## config.mk

```make
export PLATFORM = sky130hd
export DESIGN_NAME = srl_cell
export DESIGN_NICKNAME = d
export VERILOG_FILES = /design/src/rtl/core/srl_pkg.sv /design/src/rtl/core/srl_cell.sv
export SDC_FILE = /design/constraint.sdc
export NUM_CORES = 1
export LEC_CHECK = 0
export ABC_AREA = 1
export BUFFER_PORTS_ARGS = -buffer_cell sky130_fd_sc_hd__buf_2
export CAP_MARGIN = 20
export CORE_MARGIN = 2
export CORE_UTILIZATION = 43
export CTS_BUF_LIST = sky130_fd_sc_hd__clkbuf_8
export DETAILED_ROUTE_END_ITERATION = 8
export PLACE_DENSITY = 0.87
export SLEW_MARGIN = 10
export SYNTH_ARGS = -nofsm -noshare
export SYNTH_HDL_FRONTEND = slang
export SYNTH_SLANG_ARGS = --single-unit
export TNS_END_PERCENT = 100
```

## constraint.sdc

```tcl
create_clock -name i_clk -period 2.8 [get_ports i_clk]
set_input_delay 0.56 -clock i_clk [delete_from_list [all_inputs] [get_ports i_clk]]
set_output_delay 0.56 -clock i_clk [all_outputs]
set_load 0.005 [all_outputs]
```

## src/rtl/core/srl_pkg.sv

```systemverilog
// shared types and constants for the sorted render list
// holds payload structs, status and operation codes, cell control struct
// no dependencies
`default_nettype none

package srl_pkg;

    // list size and derived widths
    localparam int CAPACITY = 32;
    localparam int CNT_W    = $clog2(CAPACITY + 1);
    localparam int IDX_W    = $clog2(CAPACITY);

    // operation codes
    localparam logic [1:0] OP_INSERT = 2'd0;
    localparam logic [1:0] OP_REMOVE = 2'd1;
    localparam logic [1:0] OP_READ   = 2'd2;

    // status codes
    localparam logic [2:0] ST_INSERTED  = 3'd0;
    localparam logic [2:0] ST_DUPLICATE = 3'd1;
    localparam logic [2:0] ST_FULL      = 3'd2;
    localparam logic [2:0] ST_REMOVED   = 3'd3;
    localparam logic [2:0] ST_NOT_FOUND = 3'd4;

    typedef struct packed {
        logic [1:0]         operation;
        logic [15:0]        handle;
        logic signed [15:0] sort_key;
    } t_in;

    typedef struct packed {
        logic [2:0]         status;
        logic               entry_valid;
        logic [15:0]        entry_handle;
        logic signed [15:0] entry_key;
        logic [5:0]         entry_count;
        logic               last;
    } t_out;

    // what every cell does in a cycle
    typedef enum logic [1:0] {
        CELL_HOLD,
        CELL_INSERT,
        CELL_REMOVE,
        CELL_ROTATE
    } t_cell_op;

    // broadcast control from the sequencer to the cell row
    typedef struct packed {
        t_cell_op           mode;
        logic [15:0]        handle;
        logic signed [15:0] key;
        logic [CNT_W-1:0]   count;
    } t_cell_ctl;

    typedef enum logic [1:0] {
        S_IDLE,
        S_EXEC,
        S_READ
    } t_state;

endpackage

`default_nettype wire

```

## src/rtl/core/srl_cell.sv

```systemverilog
// one slot of the sorted list: holds a handle and key, compares against the
// broadcast command and moves data to or from its neighbors
// depends on srl_pkg
`default_nettype none

module srl_cell (
    input  wire                         i_clk,
    input  wire logic [srl_pkg::IDX_W-1:0] i_index,
    input  wire srl_pkg::t_cell_ctl     i_ctl,
    input  wire logic [15:0]            i_left_handle,
    input  wire logic signed [15:0]     i_left_key,
    input  wire logic                   i_left_gt,
    input  wire logic [15:0]            i_right_handle,
    input  wire logic signed [15:0]     i_right_key,
    input  wire logic [15:0]            i_head_handle,
    input  wire logic signed [15:0]     i_head_key,
    input  wire logic                   i_carry,
    output logic [15:0]                 o_handle,
    output logic signed [15:0]          o_key,
    output logic                        o_gt,
    output logic                        o_match,
    output logic                        o_carry
);

    logic [15:0]                r_handle;
    logic signed [15:0]         r_key;
    logic [15:0]                n_handle;
    logic signed [15:0]         n_key;
    logic                       w_valid;
    logic                       w_is_end;
    logic                       w_is_tail;
    logic [srl_pkg::CNT_W-1:0]  w_idx;

    // slot position against the fill count
    assign w_idx     = srl_pkg::CNT_W'(i_index);
    assign w_valid   = w_idx < i_ctl.count;
    assign w_is_end  = w_idx == i_ctl.count;
    assign w_is_tail = (w_idx + srl_pkg::CNT_W'(1)) == i_ctl.count;

    // compares against the command
    assign o_gt    = w_valid && (r_key > i_ctl.key);
    assign o_match = w_valid && (r_handle == i_ctl.handle);
    assign o_carry = i_carry || o_match;

    assign o_handle = r_handle;
    assign o_key    = r_key;

    // next slot content
    always_comb begin
        n_handle = r_handle;
        n_key    = r_key;
        case (i_ctl.mode)
            srl_pkg::CELL_INSERT: begin
                if (i_left_gt) begin
                    n_handle = i_left_handle;
                    n_key    = i_left_key;
                end else if (o_gt || w_is_end) begin
                    n_handle = i_ctl.handle;
                    n_key    = i_ctl.key;
                end
            end
            srl_pkg::CELL_REMOVE: begin
                if (o_carry) begin
                    n_handle = i_right_handle;
                    n_key    = i_right_key;
                end
            end
            srl_pkg::CELL_ROTATE: begin
                if (w_is_tail) begin
                    n_handle = i_head_handle;
                    n_key    = i_head_key;
                end else begin
                    n_handle = i_right_handle;
                    n_key    = i_right_key;
                end
            end
            default: begin
                n_handle = r_handle;
                n_key    = r_key;
            end
        endcase
    end

    // slot storage, no reset
    always_ff @(posedge i_clk) begin
        r_handle <= n_handle;
        r_key    <= n_key;
    end

endmodule

`default_nettype wire

```

==> flow_metrics.tcl <==
set metrics [dict create \
    status "finished, final reports clean" \
    syn_avg_cell_area_sq_um 6.20 \
    cts_inserted_buffers 5 \
    crit_path_start "o_key[15]" \
    synth_area_leader_cell "edfxtp_1" \
    syn-num-nets 741 \
    routed_wl_microns 10800 \
    cts_max_level 2 \
    drt.antenna.violating_nets 0 \
    route.detailed.drc 0 \
    min_path_type "in2reg" \
    r2r-start "o_key[15]" \
    slew_violations 0 \
    async_reset_ff_share_pct 0 \
    p_total_w 0.00162 \
    rows 33 \
    crit_end "o_gt" \
    syn_area_sq_um 3560 \
    initial_utilization_pct 43.8 \
    clock_sinks 32 \
    r2r_cells 12 \
    antenna_found_initial 0 \
    ys_warn_count 0 \
    via_count 4100 \
    cp-start-kind "register" \
    clk_latency_ns 0.28 \
    netlist_instances 575 \
    slew_headroom_pct 49.1 \
    ys_seq_elements 32 \
    cts_tree "done" \
    synth_top_family_by_area "simple AND/OR/NAND/NOR gates" \
    crit_type "reg2out" \
    cts_hold_buf 0 \
    ctsResizeCount 0 \
    grt_pass1_wl_microns 16900 \
    synth-compound-area-share_pct 12.8 \
    fin_skew_ns 0.00687 \
    gp_routability_congestion 0.860 \
    die_x_microns 95.0 \
    layout-drive-gt1-share_pct 27.6 \
    grt_pass1_vias 3802 \
    max_freq_ghz 0.388 \
    grt_start_max_net_pins 55 \
    min_period_ns 2.58 \
    setup_viol 0 \
    grt-ovfl-total 0 \
    die-height_microns 95.0 \
    r2r_end "o_handle[5]" \
    hold_violations 0 \
    die_area_sq_um 9030 \
    ys.flop_type "edfxtp_1" \
    n_antenna_cell 0 \
    ctsLongestPathBuffers 2 \
    area_growth_pct 30.4 \
    post-route-period-util_pct 92.0 \
    worstPathArrival_ns 2.02 \
    peakVddDrop_v 0.000188 \
    r2r_setup_slack_ns 0.50 \
    leakage_nw 2.84 \
    clk_transition_reported_paths_ns 0.07 \
    placed_cells 844 \
    power_density_nw_per_um2 349 \
    netlist-cell-type-count 22 \
    portBuffers 178 \
    core_area_sq_um 8130 \
    yosysTopAreaCellShare_pct 27.0 \
    rsz0062_at_grt "false" \
    worst_pin_slew_ns 0.763 \
    ios 179 \
    cp_max_fo 4 \
    cp-end-kind "primary output" \
    hpwlAfterDp_microns 8480 \
    synthMuxAreaShare_pct 0 \
    final_cells 852 \
    synth_area_leaders "edfxtp_1 (27%), nand2_1 (15%), inv_1 (14%), nand3_1 (10%), ha_1 (7.7%)" \
    synthXorXnorAreaFrac_pct 2.21 \
    viasPerCell 4.81 \
    fin_tns_setup_ns 0 \
    final_nets 913 \
    dr.first_iter.drc_count 198 \
    worstPathRequired_ns 2.24 \
    cts_setup_buffers 0 \
    first_pass_iters 5 \
    synth-edff-count 32 \
    wl_per_cell_microns 12.7 \
    final_util_pct 57.1 \
    max_cap_viol_count 0 \
    grtUsageTotal_pct 23.9 \
    synth_adder_area_share_pct 7.72 \
    yosys.area_share.simple_pct 32.2 \
    ys_seq_area_share_pct 27.0 \
    cts_root_buffer "clkbuf_8" \
]
==> report_power, final <==
part	internal [W]	total (W)	switching [W]
combinational	0.000277	0.000637	0.000359
sequential	0.000607	0.000645	0.0000384
clock	0.000165	0.000341	0.000175
==> sequential cells by signal, indices dropped and copies added (netlist names) <==
register,cells
o_handle,16
o_key,16
==> routing by layer <==
| layer | vias up | part of all wire [%] | GRT usage, % |
|---|---|---|---|
| met3 | 18 | 8.8 | 4.58 |
| met2 | 177 | 48 | 43.4 |
| met5 | - | 0 | 0 |
| met4 | 0 | 1.9 | 7.00 |
| met1 | 1759 | 41 | 28.6 |
| li1 | 2146 | - | - |
==> layout by cell type (no fill, tap or decap), drive strengths merged <==
cell type	instances
nand3	73
o21a	1
edfxtp	32
clkinv	1
a22oi	29
xor2	5
nand4	1
buf	189
nor2	56
a21oi	40
clkbuf	5
ha	22
xnor2	4
nand2	146
inv	137
o21ai	6
==> area by class of cell <==
type | count | area [sq um]
Timing Repair Buffer | 189 | 1010
Sequential cell | 32 | 961
Multi-Input combinational cell | 383 | 1960
Inverter | 136 | 510
Clock inverter | 2 | 8.76
Fill cell | 802 | 3490
Clock buffer | 5 | 68.8
Tap cell | 105 | 131
==> synth_stat cells, types with 2 or more instances <==
cell and n:
a21oi_1 40, a22oi_1 29, buf_1 3, buf_4 6, buf_6 3, clkbuf_1 12
edfxtp_1 32, ha_1 22, inv_1 129, inv_2 7, nand2_1 145, nand3_1 73
nor2_1 54, o21ai_0 4, o21ai_1 2, xnor2_1 4, xor2_1 5
==> how the worst min path moves through the flow <==
stage,start,slack [ns],cells after the start,to
4_1_cts,i_right_handle[9],0.57,3,o_handle[9]
5_1_grt,i_right_handle[9],0.58,3,o_handle[9]
6_report,i_right_handle[10],0.57,3,o_handle[10]
2_1_floorplan,i_right_handle[10],0.75,2,o_handle[10]
3_5_place_dp,i_right_handle[9],0.86,3,o_handle[9]
3_3_place_gp,i_right_handle[9],0.86,3,o_handle[9]
==> kinds of logic after synthesis <==
group,Yosys count
buffers and inverters,160
adder cells (fa/ha/maj),22
XOR/XNOR,9
AO/OA/AOI/OAI,76
flip-flops,32
AND/OR/NAND/NOR,276
==> worst max-delay path, cell delays in order, from the launching register on <==
cell      delay (ns)
edfxtp_1        0.42
ha_1            0.38
nand2_1         0.09
nor2_1          0.17
nand2_1         0.07
nor2_1          0.12
nand2_1         0.09
nand3_1         0.09
nand2_1         0.06
nand3_1         0.09
inv_1           0.04
buf_2           0.13
==> per-stage QoR <==
stage          instance area [sq um]  hold WS [ns]  setup WS (ns)
2_1_floorplan                   3560         0.754          0.146
3_3_place_gp                    4540         0.858          0.334
3_5_place_dp                    4540         0.862          0.279
4_1_cts                         4620         0.566          0.226
5_1_grt                         4650         0.579        0.00373
6_report                        4650         0.574          0.223
No activity file was read; power rests on OpenSTA's default activity.
